**config.mk**
```make
export PLATFORM = sky130hd
export DESIGN_NAME = keyed_quantity_table_unit
export DESIGN_NICKNAME = d
export VERILOG_FILES = /design/src/hdl/kqt_pkg.sv /design/src/hdl/kqt_mem.sv /design/src/hdl/kqt_ctrl.sv /design/src/hdl/keyed_quantity_table_unit.sv
export SDC_FILE = /design/constraint.sdc
export NUM_CORES = 2
export LEC_CHECK = 0
export BUFFER_PORTS_ARGS = -buffer_cell sky130_fd_sc_hd__buf_2
export CORE_MARGIN = 5
export CORE_UTILIZATION = 55
export CTS_BUF_LIST = sky130_fd_sc_hd__clkbuf_2 sky130_fd_sc_hd__clkbuf_4 sky130_fd_sc_hd__clkbuf_8
export CTS_CLUSTER_SIZE = 16
export DETAILED_ROUTE_END_ITERATION = 12
export GPL_ROUTABILITY_DRIVEN = 1
export PLACE_DENSITY = 0.71
export SLEW_MARGIN = 20
export SYNTH_ARGS = -nofsm -noshare
export SYNTH_HDL_FRONTEND = slang
export SYNTH_SLANG_ARGS = --single-unit
```
**constraint.sdc**
```tcl
create_clock -name clk -period 13 [get_ports clk]
set_input_delay 2.6 -clock clk [delete_from_list [all_inputs] [get_ports clk]]
set_output_delay 2.6 -clock clk [all_outputs]
set_load 0.02 [all_outputs]
```
**src/hdl/kqt_pkg.sv**
```systemverilog
// ----------------------------------------------------------------------------
// kqt_pkg
// shared types for the keyed quantity table: request modes, result codes,
// table entry layout and the memory control group
// ----------------------------------------------------------------------------
package kqt_pkg;

  typedef enum logic [1:0] {
    MODE_INSERT = 2'd0,
    MODE_LOOKUP = 2'd1,
    MODE_UPDATE = 2'd2,
    MODE_LIST   = 2'd3
  } mode_t;

  typedef enum logic [2:0] {
    ST_OK        = 3'd0,
    ST_NOT_FOUND = 3'd1,
    ST_EXISTS    = 3'd2,
    ST_FULL      = 3'd3,
    ST_EMPTY     = 3'd4
  } status_t;

  // one table entry, key and quantity side by side in one memory word
  typedef struct packed {
    logic signed [31:0] key;
    logic signed [31:0] qty;
  } entry_t;

  typedef struct packed {
    logic rd_en;
    logic wr_en;
  } mem_ctl_t;

endpackage

```
**src/hdl/kqt_mem.sv**
```systemverilog
// ----------------------------------------------------------------------------
// kqt_mem
// entry memory: one write port, one read port, registered read data
// ----------------------------------------------------------------------------
module kqt_mem import kqt_pkg::*; #(
  parameter int DEPTH = 64,
  parameter int IDX_W = 6
) (
  input  logic             clk,
  input  mem_ctl_t         ctl,
  input  logic [IDX_W-1:0] wr_addr,
  input  entry_t           wr_data,
  input  logic [IDX_W-1:0] rd_addr,
  output entry_t           rd_data
);

  entry_t entry_mem [DEPTH];
  entry_t rd_data_r;

  always_ff @(posedge clk) begin
    if (ctl.wr_en) begin
      entry_mem[wr_addr] <= wr_data;
    end
  end

  // read data holds until the next read
  always_ff @(posedge clk) begin
    if (ctl.rd_en) begin
      rd_data_r <= entry_mem[rd_addr];
    end
  end

  assign rd_data = rd_data_r;

endmodule

```
**src/hdl/kqt_ctrl.sv**
```systemverilog
// ----------------------------------------------------------------------------
// kqt_ctrl
// request sequencer: pipelined key scan, read-modify-write of the matched
// entry, list walk and the result register
// ----------------------------------------------------------------------------
module kqt_ctrl import kqt_pkg::*; #(
  parameter int DEPTH = 64,
  parameter int IDX_W = 6,
  parameter int CNT_W = 7
) (
  input  logic               clk,
  input  logic               rst_n,
  input  logic               in_valid,
  output logic               in_ready,
  input  logic [1:0]         in_mode,
  input  logic signed [31:0] in_key,
  input  logic signed [31:0] in_amount,
  output logic               out_valid,
  input  logic               out_ready,
  output logic [2:0]         out_status,
  output logic signed [31:0] out_entry_key,
  output logic signed [31:0] out_quantity,
  output logic               out_last,
  output mem_ctl_t           mem_ctl,
  output logic [IDX_W-1:0]   mem_wr_addr,
  output entry_t             mem_wr_data,
  output logic [IDX_W-1:0]   mem_rd_addr,
  input  entry_t             mem_rd_data
);

  typedef enum logic [1:0] {
    S_IDLE,
    S_SCAN,
    S_LIST,
    S_RESP
  } state_t;

  state_t             state_r, state_nxt;
  mode_t              mode_r, mode_nxt;
  logic signed [31:0] key_r, key_nxt;
  logic signed [31:0] amount_r, amount_nxt;
  logic [CNT_W-1:0]   count_r, count_nxt;
  logic [CNT_W-1:0]   rd_idx_r, rd_idx_nxt;
  logic               pend_r, pend_nxt;
  logic [IDX_W-1:0]   pend_idx_r, pend_idx_nxt;
  status_t            resp_status_r, resp_status_nxt;
  logic signed [31:0] resp_key_r, resp_key_nxt;
  logic signed [31:0] resp_qty_r, resp_qty_nxt;
  logic               out_valid_r, out_valid_nxt;
  status_t            out_status_r, out_status_nxt;
  logic signed [31:0] out_key_r, out_key_nxt;
  logic signed [31:0] out_qty_r, out_qty_nxt;
  logic               out_last_r, out_last_nxt;

  logic               slot_free;
  logic               table_full;
  logic [CNT_W-1:0]   count_last;
  logic [CNT_W-1:0]   rd_idx_inc;
  logic               match;
  logic               at_last;
  logic signed [32:0] sum;
  logic signed [31:0] sat_qty;

  assign slot_free  = !out_valid_r || out_ready;
  assign table_full = (count_r == CNT_W'(DEPTH));
  assign count_last = count_r - CNT_W'(1);
  assign rd_idx_inc = rd_idx_r + CNT_W'(1);
  assign match      = pend_r && (mem_rd_data.key == key_r);
  assign at_last    = (CNT_W'(pend_idx_r) == count_last);

  // saturating add of the stored quantity and the change
  assign sum = {mem_rd_data.qty[31], mem_rd_data.qty} + {amount_r[31], amount_r};
  always_comb begin
    if (sum[32] != sum[31]) begin
      sat_qty = sum[32] ? 32'sh8000_0000 : 32'sh7FFF_FFFF;
    end else begin
      sat_qty = sum[31:0];
    end
  end

  always_comb begin
    state_nxt       = state_r;
    mode_nxt        = mode_r;
    key_nxt         = key_r;
    amount_nxt      = amount_r;
    count_nxt       = count_r;
    rd_idx_nxt      = rd_idx_r;
    pend_nxt        = pend_r;
    pend_idx_nxt    = pend_idx_r;
    resp_status_nxt = resp_status_r;
    resp_key_nxt    = resp_key_r;
    resp_qty_nxt    = resp_qty_r;
    out_valid_nxt   = out_valid_r && !out_ready;
    out_status_nxt  = out_status_r;
    out_key_nxt     = out_key_r;
    out_qty_nxt     = out_qty_r;
    out_last_nxt    = out_last_r;
    mem_ctl         = '0;
    mem_wr_addr     = pend_idx_r;
    mem_wr_data     = '{key: key_r, qty: sat_qty};
    mem_rd_addr     = rd_idx_r[IDX_W-1:0];

    case (state_r)
      S_IDLE: begin
        if (in_valid) begin
          mode_nxt     = mode_t'(in_mode);
          key_nxt      = in_key;
          amount_nxt   = in_amount;
          resp_key_nxt = in_key;
          resp_qty_nxt = '0;
          if (mode_t'(in_mode) == MODE_INSERT && table_full) begin
            resp_status_nxt = ST_FULL;
            state_nxt       = S_RESP;
          end else if (mode_t'(in_mode) == MODE_LIST) begin
            if (count_r == '0) begin
              resp_status_nxt = ST_EMPTY;
              resp_key_nxt    = '0;
              state_nxt       = S_RESP;
            end else begin
              mem_ctl.rd_en = 1'b1;
              mem_rd_addr   = '0;
              rd_idx_nxt    = '0;
              state_nxt     = S_LIST;
            end
          end else if (count_r == '0) begin
            if (mode_t'(in_mode) == MODE_INSERT) begin
              mem_ctl.wr_en   = 1'b1;
              mem_wr_addr     = '0;
              mem_wr_data     = '{key: in_key, qty: in_amount};
              count_nxt       = count_r + CNT_W'(1);
              resp_status_nxt = ST_OK;
              resp_qty_nxt    = in_amount;
            end else begin
              resp_status_nxt = ST_NOT_FOUND;
            end
            state_nxt = S_RESP;
          end else begin
            mem_ctl.rd_en = 1'b1;
            mem_rd_addr   = '0;
            rd_idx_nxt    = CNT_W'(1);
            pend_nxt      = 1'b1;
            pend_idx_nxt  = '0;
            state_nxt     = S_SCAN;
          end
        end
      end

      S_SCAN: begin
        // one read issued and one compare done per cycle
        mem_ctl.rd_en = (rd_idx_r < count_r);
        pend_nxt      = mem_ctl.rd_en;
        pend_idx_nxt  = rd_idx_r[IDX_W-1:0];
        if (mem_ctl.rd_en) begin
          rd_idx_nxt = rd_idx_inc;
        end
        if (pend_r && (match || at_last)) begin
          state_nxt    = S_RESP;
          resp_qty_nxt = '0;
          case (mode_r)
            MODE_INSERT: begin
              if (match) begin
                resp_status_nxt = ST_EXISTS;
                resp_qty_nxt    = mem_rd_data.qty;
              end else begin
                mem_ctl.wr_en   = 1'b1;
                mem_wr_addr     = count_r[IDX_W-1:0];
                mem_wr_data     = '{key: key_r, qty: amount_r};
                count_nxt       = count_r + CNT_W'(1);
                resp_status_nxt = ST_OK;
                resp_qty_nxt    = amount_r;
              end
            end
            MODE_LOOKUP: begin
              if (match) begin
                resp_status_nxt = ST_OK;
                resp_qty_nxt    = mem_rd_data.qty;
              end else begin
                resp_status_nxt = ST_NOT_FOUND;
              end
            end
            MODE_UPDATE: begin
              if (match) begin
                mem_ctl.wr_en   = 1'b1;
                mem_wr_addr     = pend_idx_r;
                mem_wr_data     = '{key: key_r, qty: sat_qty};
                resp_status_nxt = ST_OK;
                resp_qty_nxt    = sat_qty;
              end else begin
                resp_status_nxt = ST_NOT_FOUND;
              end
            end
            default: begin
              resp_status_nxt = ST_NOT_FOUND;
            end
          endcase
        end
      end

      S_LIST: begin
        if (slot_free) begin
          out_valid_nxt  = 1'b1;
          out_status_nxt = ST_OK;
          out_key_nxt    = mem_rd_data.key;
          out_qty_nxt    = mem_rd_data.qty;
          out_last_nxt   = (rd_idx_r == count_last);
          if (rd_idx_r == count_last) begin
            state_nxt = S_IDLE;
          end else begin
            mem_ctl.rd_en = 1'b1;
            mem_rd_addr   = rd_idx_inc[IDX_W-1:0];
            rd_idx_nxt    = rd_idx_inc;
          end
        end
      end

      S_RESP: begin
        if (slot_free) begin
          out_valid_nxt  = 1'b1;
          out_status_nxt = resp_status_r;
          out_key_nxt    = resp_key_r;
          out_qty_nxt    = resp_qty_r;
          out_last_nxt   = 1'b1;
          state_nxt      = S_IDLE;
        end
      end

      default: begin
        state_nxt = S_IDLE;
      end
    endcase
  end

  always_ff @(posedge clk) begin
    if (!rst_n) begin
      state_r     <= S_IDLE;
      count_r     <= '0;
      pend_r      <= 1'b0;
      out_valid_r <= 1'b0;
    end else begin
      state_r       <= state_nxt;
      mode_r        <= mode_nxt;
      key_r         <= key_nxt;
      amount_r      <= amount_nxt;
      count_r       <= count_nxt;
      rd_idx_r      <= rd_idx_nxt;
      pend_r        <= pend_nxt;
      pend_idx_r    <= pend_idx_nxt;
      resp_status_r <= resp_status_nxt;
      resp_key_r    <= resp_key_nxt;
      resp_qty_r    <= resp_qty_nxt;
      out_valid_r   <= out_valid_nxt;
      out_status_r  <= out_status_nxt;
      out_key_r     <= out_key_nxt;
      out_qty_r     <= out_qty_nxt;
      out_last_r    <= out_last_nxt;
    end
  end

  assign in_ready      = (state_r == S_IDLE);
  assign out_valid     = out_valid_r;
  assign out_status    = out_status_r;
  assign out_entry_key = out_key_r;
  assign out_quantity  = out_qty_r;
  assign out_last      = out_last_r;

endmodule

```
**src/hdl/keyed_quantity_table_unit.sv**
```systemverilog
// ----------------------------------------------------------------------------
// keyed_quantity_table_unit
// keyed table of signed quantities with insert, lookup, update and list
// ----------------------------------------------------------------------------
// the table keeps up to TABLE_DEPTH entries of a 32-bit key and a 32-bit
// signed quantity in one single-port-read, single-port-write memory, in
// insertion order. keys are found by a scan from the oldest entry, one
// entry compared per cycle through the memory read port; the scan stops at
// the first match. a full insert, an empty list or a request on an empty
// table is answered without a scan. a list request emits one item per
// entry at up to one item per cycle. a new request is taken once the
// previous one has placed its last result in the output register, even
// while that result still waits to be taken. no clearing pass runs after
// reset: only entries below the fill count are ever read.
module keyed_quantity_table_unit import kqt_pkg::*; #(
  parameter int TABLE_DEPTH = 64
) (
  input  logic               clk,
  input  logic               rst_n,
  input  logic               in_valid,
  output logic               in_ready,
  input  logic [1:0]         in_mode,
  input  logic signed [31:0] in_key,
  input  logic signed [31:0] in_amount,
  output logic               out_valid,
  input  logic               out_ready,
  output logic [2:0]         out_status,
  output logic signed [31:0] out_entry_key,
  output logic signed [31:0] out_quantity,
  output logic               out_last
);

  // address width of the memory, count width holds the depth itself
  localparam int IDX_W = (TABLE_DEPTH > 1) ? $clog2(TABLE_DEPTH) : 1;
  localparam int CNT_W = $clog2(TABLE_DEPTH + 1);

  mem_ctl_t         mem_ctl;
  logic [IDX_W-1:0] mem_wr_addr;
  entry_t           mem_wr_data;
  logic [IDX_W-1:0] mem_rd_addr;
  entry_t           mem_rd_data;

  // sequencer: accepts requests, runs the scan or list walk and owns the
  // result register; the matched entry is written back in the same cycle
  // it is compared, and the next request cannot read before that write
  kqt_ctrl #(
    .DEPTH (TABLE_DEPTH),
    .IDX_W (IDX_W),
    .CNT_W (CNT_W)
  ) u_ctrl (
    .clk           (clk),
    .rst_n         (rst_n),
    .in_valid      (in_valid),
    .in_ready      (in_ready),
    .in_mode       (in_mode),
    .in_key        (in_key),
    .in_amount     (in_amount),
    .out_valid     (out_valid),
    .out_ready     (out_ready),
    .out_status    (out_status),
    .out_entry_key (out_entry_key),
    .out_quantity  (out_quantity),
    .out_last      (out_last),
    .mem_ctl       (mem_ctl),
    .mem_wr_addr   (mem_wr_addr),
    .mem_wr_data   (mem_wr_data),
    .mem_rd_addr   (mem_rd_addr),
    .mem_rd_data   (mem_rd_data)
  );

  // entry storage, read data registered, valid in the cycle after the read
  kqt_mem #(
    .DEPTH (TABLE_DEPTH),
    .IDX_W (IDX_W)
  ) u_mem (
    .clk     (clk),
    .ctl     (mem_ctl),
    .wr_addr (mem_wr_addr),
    .wr_data (mem_wr_data),
    .rd_addr (mem_rd_addr),
    .rd_data (mem_rd_data)
  );

endmodule

```
# After elaboration in Yosys (flattened, before gate mapping)
# Memory sizes are Yosys's and may differ from the RTL's. A register that Yosys moved wholly into a read port is not among the register bits.
# Index checks and enable logic that the tools add are counted.
[totals]
in_bits = 70
ram_bits = 4096
output_inout_bits = 70
ff_bits = 225
memories = 1
elab_cells = 193
[classes]
reduce_logical = 26
addsub = 4
eq_ne = 26
n_mux = 119
n_lt_le_gt_ge = 1
[memory_table]
columns = ["name", "depth", "width", "read_ports", "rd_clocked_by_memory_dff", "wr", "line", "text"]
rows = [
  ["u_mem.entry_mem", 64, 64, 1, 1, 1, "kqt_mem.sv:17", "entry_t entry_mem [DEPTH];"],
]
[op_table]
columns = ["op", "n"]
rows = [
  ["$mux W32", 21],
  ["$mux W64", 5],
  ["$pmux W32 S2", 3],
  ["$pmux W64 S2", 1],
  ["$mux W7", 16],
  ["$mux W6", 17],
  ["$pmux W32 S3", 1],
  ["$pmux W6 S2", 3],
  ["$add A32 B32 Y33", 1],
  ["$eq A32 B32 Y1", 1],
  ["$mux W3", 8],
  ["$mux W1", 22],
  ["$mux W2", 11],
  ["$pmux W7 S3", 1],
  ["$pmux W3 S2", 3],
  ["$reduce_and A5 Y1", 3],
  ["$add A7 B1 Y7 const B", 2],
  ["$ne A2 B1 Y1 const B", 7],
  ["$ne A2 B2 Y1 const B", 7],
  ["$pmux W7 S2", 1],
  ["$reduce_and A9 Y1", 1],
  ["$eq A2 B2 Y1 const B", 4],
  ["$pmux W1 S2", 4],
  ["$pmux W2 S4", 1],
  ["other kinds (21)", 32],
]

# Longest topological paths before layout
[depth]
word_depth = 9
mapped_depth = 20
ltp_nobuf = 16

# Cells and area by module
# A second synthesis with hierarchy kept.
[hier_totals]
cells_unflattened = 8052
area_unflattened_um2 = 171080.3
[by_module_without_submodules]
columns = ["module", "instances", "area_per_inst_um2", "cells_per_inst"]
rows = [
  ["kqt_mem", 1, 157528.6, 6812],
  ["kqt_ctrl", 1, 13551.7, 1240],
]

# Worst setup path after synthesis
# No wires, ideal clock.
[synth_timing]
path_kind = "input to register"
startpoint = "input in_mode[1]"
endpoint = "memory u_mem.entry_mem[34][0] in the netlist's numbering (enable)"
t_required_ns = 12.435
path_stages = 11
setup_time_ns = 0.565
arrival_ns = 9.250
slack_ns = 3.185
path_cell_list = "clkbuf_1 > nor3_1 > and3_1 > clkbuf_1 > or2_2 > o21ai_1 > a22oi_1 > or3b_1 > or2_2 > clkbuf_1 > nor3_1"
[synth_between]
elab_chain_cells = 9
word_cells_on_any_way = 17
cone_classes = "1 x eq/ne; 14 x mux; 2 x reduce/logical"
[synth_rtl]
columns = ["element", "line", "text"]
rows = [
  ["start, declared", "keyed_quantity_table_unit.sv:22", "input logic [1:0] in_mode,"],
  ["$logic_not A2 Y1", "kqt_ctrl.sv:111, kqt_ctrl.sv:126", ""],
  ["$mux W1", "kqt_ctrl.sv:126", "if (mode_t'(in_mode) == MODE_INSERT) begin"],
  ["$mux W1", "kqt_ctrl.sv:125", "end else if (count_r == '0) begin"],
  ["$mux W1", "kqt_ctrl.sv:114", "end else if (mode_t'(in_mode) == MODE_LIST) begin"],
  ["$mux W2", "kqt_ctrl.sv:111", "if (mode_t'(in_mode) == MODE_INSERT && table_full) begin"],
  ["$mux W2", "kqt_ctrl.sv:105", "if (in_valid) begin"],
  ["$pmux W1 S2", "kqt_ctrl.sv:103", "case (state_r)"],
  ["$mux W1", "kqt_mem.sv:21", "if (ctl.wr_en) begin"],
  ["$mux W1 (not written as such)", "kqt_mem.sv:22", "entry_mem[wr_addr] <= wr_data;"],
  ["end, declared", "kqt_mem.sv:17", ""],
]
# Several ways; a longest one is shown, not always the timed one.

# Worst setup path after layout
[layout_timing]
startpoint = "register u_mem.rd_data[41] (netlist name)"
endpoint = "memory u_mem.entry_mem[44][48] in the netlist's numbering (enable)"
[layout_between]
elab_chain_cells = 8
word_cells_on_any_way = 15
cone_classes = "1 x eq/ne; 11 x mux; 3 x reduce/logical"
[layout_rtl]
columns = ["element", "line", "text"]
rows = [
  ["$eq A32 B32 Y1 (*)", "kqt_ctrl.sv:68", "assign match = pend_r && (mem_rd_data.key == key_r);"],
  ["$logic_and A1 B1 Y1 (*)", "kqt_ctrl.sv:68", ""],
  ["$mux W1 (tied with other cells)", "kqt_ctrl.sv:182", "if (match) begin"],
  ["$pmux W1 S2 / $logic_and A1 B1 Y1 (equally long branches)", "kqt_ctrl.sv:159, kqt_ctrl.sv:156", ""],
  ["$mux W1", "kqt_ctrl.sv:156", "if (pend_r && (match || at_last)) begin"],
  ["$pmux W1 S2", "kqt_ctrl.sv:103", ""],
  ["$mux W1", "kqt_mem.sv:21", ""],
  ["$mux W1 (not written as such)", "kqt_mem.sv:22", ""],
]
# Every way passes the cells marked *; elsewhere a longest branch is shown, timed or not.

==> flow_metrics.tcl <==
set metrics [dict create \
    cts_tree "yes" \
    instances_no_fill 16317 \
    fin_setup_tns_ns 0 \
    synth_flop_cell "edfxtp_1" \
    hold_path_class "reg2reg" \
    met2_wirelength_um 228000 \
    required_ns 13.80 \
    num_vias 107271 \
    yosys.area.top_type "edfxtp_1" \
    holdBufCountCts 0 \
    drt_pre_antenna_iters 9 \
    final.setup_skew_ns 0.0739 \
    cap_violations 0 \
    cts_buffer_depth 4 \
    maxClockFrequency_mhz 129 \
    crit_path_end_kind "register" \
    ios 140 \
    syn_area_um2 174000 \
    status "finished, final reports clean" \
    area_delta_synth_final_pct 10.6 \
    drtAntennaViolNets 0 \
    grt_overflow_total 0 \
    dp_hpwl_um 273000 \
    top_layer "met5" \
    synth_warnings 0 \
    async_flop_share_pct 0 \
    startpoint_type "register" \
    dp.cells 15119 \
    synth_edf_count 4374 \
    globalplace.congestion 0.899 \
    path_max_fanout 33 \
    clockRootBuffer "clkbuf_8" \
    layout-drive-gt1-share_pct 13.9 \
    antenna_found_initial 29 \
    port_buffers 139 \
    drv_slew 0 \
    drc 0 \
    cts_setup_buffers 0 \
    fin_crit_ns 7.74 \
    synthCells 11301 \
    setup_ws_ns 5.26 \
    synthTopCellsByArea "edfxtp_1 (76%), mux2i_1 (5.2%), a22oi_1 (4.1%), a21oi_1 (3.4%), nand2_1 (3.2%)" \
    synth-seq-cells 4385 \
    clkLatencyLatePin_ns 1.23 \
    peakVddDrop_v 0.000458 \
    rsz0062_at_grt "false" \
    nNetsFinal 11763 \
    post_drt_wl_per_cell_um 30.5 \
    wl_met1_um 184000 \
    cts_buffers 678 \
    hold_viol 0 \
    p_per_area_nw_per_um2 272 \
    fillCellCount 22470 \
    max_slew_margin_pct 16.9 \
    routed_via_density 6.57 \
    cts.sinks 4385 \
    core-area_um2 315000 \
    grtUsageTotal_pct 29.6 \
    finalWirelength_um 498000 \
    htreeDepth 6 \
    die-area_um2 327000 \
    post-place-ws_ns 4.65 \
    grt_max_degree 205 \
    setup_violations 0 \
    wl_met3_um 61100 \
    critPathArrivalTime_ns 8.54 \
    p_leak_nw 65.2 \
    synth.top_cell.area_share_pct 75.6 \
    drt_iter0_markers 16447 \
    yosysUniqueCellTypes 84 \
    syn-num-nets 11425 \
    rows 206 \
    die_w_um 572 \
    worst_slew_pin_slew_ns 1.24 \
    seq_area_frac_synth_pct 75.7 \
    die_y_um 572 \
    post_cts_resized 0 \
    grt_pass1_wl_um 709000 \
    post-route-period-util_pct 59.5 \
    worstSetupPathType "reg2reg" \
    syn-mean-instance-area_um2 15.4 \
    cts.clk_slew.worst_paths_ns 0.06 \
    initial_core_util_pct 55.2 \
    grt_pass1_vias 103160 \
]
-- placed cells by master (no fill, tap or decap), types with 30 or more instances in the layout --
| cell type | instances |
|---|---|
| a21oi_1 | 1169 |
| a22oi_1 | 954 |
| buf_2 | 139 |
| buf_4 | 264 |
| clkbuf_4 | 236 |
| clkbuf_8 | 691 |
| clkinv_1 | 159 |
| clkinv_2 | 42 |
| edfxtp_1 | 4374 |
| ha_1 | 52 |
| inv_1 | 30 |
| mux2_2 | 66 |
| mux2i_1 | 901 |
| nand2_1 | 1461 |
| nand3_1 | 217 |
| nor2_1 | 81 |
| nor2_4 | 54 |
| nor2b_1 | 41 |
| nor4_1 | 62 |
| o21ai_0 | 57 |
| o22ai_1 | 444 |
| or3_1 | 69 |
| or4_1 | 63 |
| xnor2_1 | 68 |
-- worst max-delay path, stage by stage (launching register included) --
cell,delay [ns]
edfxtp_1,0.48
xnor2_1,0.93
nand4_1,0.17
nor2_1,0.71
nand3_1,0.91
nor2_1,0.43
o21ai_0,0.13
o21bai_1,0.48
or3b_1,0.42
nand2b_1,0.40
nor3_2,0.70
buf_4,0.68
buf_4,0.77
-- cell type report --
type	instances	area (um^2)	area share, %
clock inverter	256	1560	0.809
inverter	32	120	0.0625
tap	4160	5200	2.71
clock buffer	927	11300	5.87
antenna	15	37.5	0.0195
timing repair buffer	420	3020	1.57
sequential	4385	132000	68.4
multi-input combinational	6122	39500	20.5
-- report_power, final --
part / switching, mW / leakage (nW) / total [mW] / internal, mW
clock network: 5.29 / 6.78 / 11.1 / 5.79
logic: 14.7 / 18.9 / 19.5 / 4.81
registers: 0.374 / 39.5 / 21.8 / 21.4
-- logic make-up (layout without fill, tap and decap cells) --
group | count (synthesis) | count (layout) | share of synthesized area (%)
AOI/OAI and AO/OA | 2821 | 2821 | 10.2
xor gates and xnor gates | 81 | 81 | 0.424
adders and majority gates | 54 | 54 | 0.393
buffers and inverters | 794 | 1635 | 2.21
DFF | 4385 | 4385 | 75.7
muxes | 967 | 967 | 5.62
other | 0 | 15 | 0
and+or+nand+nor | 2199 | 2199 | 5.49
-- cells in the mapped netlist, types with 19 or more instances --
library cell	n
or4_1	63
and2_1	22
ha_1	53
mux2i_1	901
o21ai_0	79
edfxtp_1	4374
or3_1	71
buf_1	79
buf_2	235
a22oi_1	954
buf_4	67
buf_6	41
xnor2_1	69
nor4_1	68
inv_1	30
a21o_1	19
mux2_2	66
a21oi_1	1169
nor2b_1	41
clkbuf_1	340
o22ai_1	447
nand3_1	220
nand4_1	24
nand2_1	1472
nor2_1	136
nor3_1	31
a22o_1	37
-- registers in the layout, summed over array words and instances, names as in the netlist, 3 cells and up --
name / flops
u_ctrl.rd_idx_r: 7
u_ctrl.resp_status_r: 3
u_ctrl.out_quantity: 32
u_ctrl.count_r: 7
u_mem.entry_mem: 4096
u_ctrl.resp_key_r: 32
u_ctrl.out_status: 3
u_ctrl.out_entry_key: 32
u_mem.rd_data: 64
u_ctrl.resp_qty_r: 32
u_ctrl.key_r: 32
u_ctrl.pend_idx_r: 6
u_ctrl.amount_r: 32
-- path summary, 6_finish.rpt --
check | from | depth (start not counted) | slack (ns) | endpoint
min reg2reg | u_ctrl.state_r[1]$_SDFFE_PN0P_ | 2 | 0.55 | u_ctrl.state_r[1]$_SDFFE_PN0P_
min | u_ctrl.state_r[1]$_SDFFE_PN0P_ | 2 | 0.55 | u_ctrl.state_r[1]$_SDFFE_PN0P_
max reg2reg | u_mem.rd_data[41]$_DFFE_PP_ | 12 | 5.26 | u_mem.entry_mem[44][48]$_DFFE_PP_
max | u_mem.rd_data[41]$_DFFE_PP_ | 12 | 5.26 | u_mem.entry_mem[44][48]$_DFFE_PP_
-- through the flow --
stage               cell area, um^2  utilization, %  power, mW  hold WS (ns)
floorplan                    174000               -       34.2         0.474
global placement             179000            57.0       40.4         0.523
detailed placement           179000            57.0       41.1         0.531
CTS                          192000            61.1       52.0         0.545
global route                 192000            61.1       54.2         0.562
finish                       192000            61.1       52.4         0.547
-- layer usage --
| layer | up-vias | global-route usage [%] |
|---|---|---|
| met4 | 12 | 13.7 |
| met2 | 7303 | 45.4 |
| met1 | 53778 | 40.7 |
| met5 | - | 0 |
| li1 | 44971 | - |
| met3 | 1207 | 6.83 |
(Power assumes the default switching activity.)
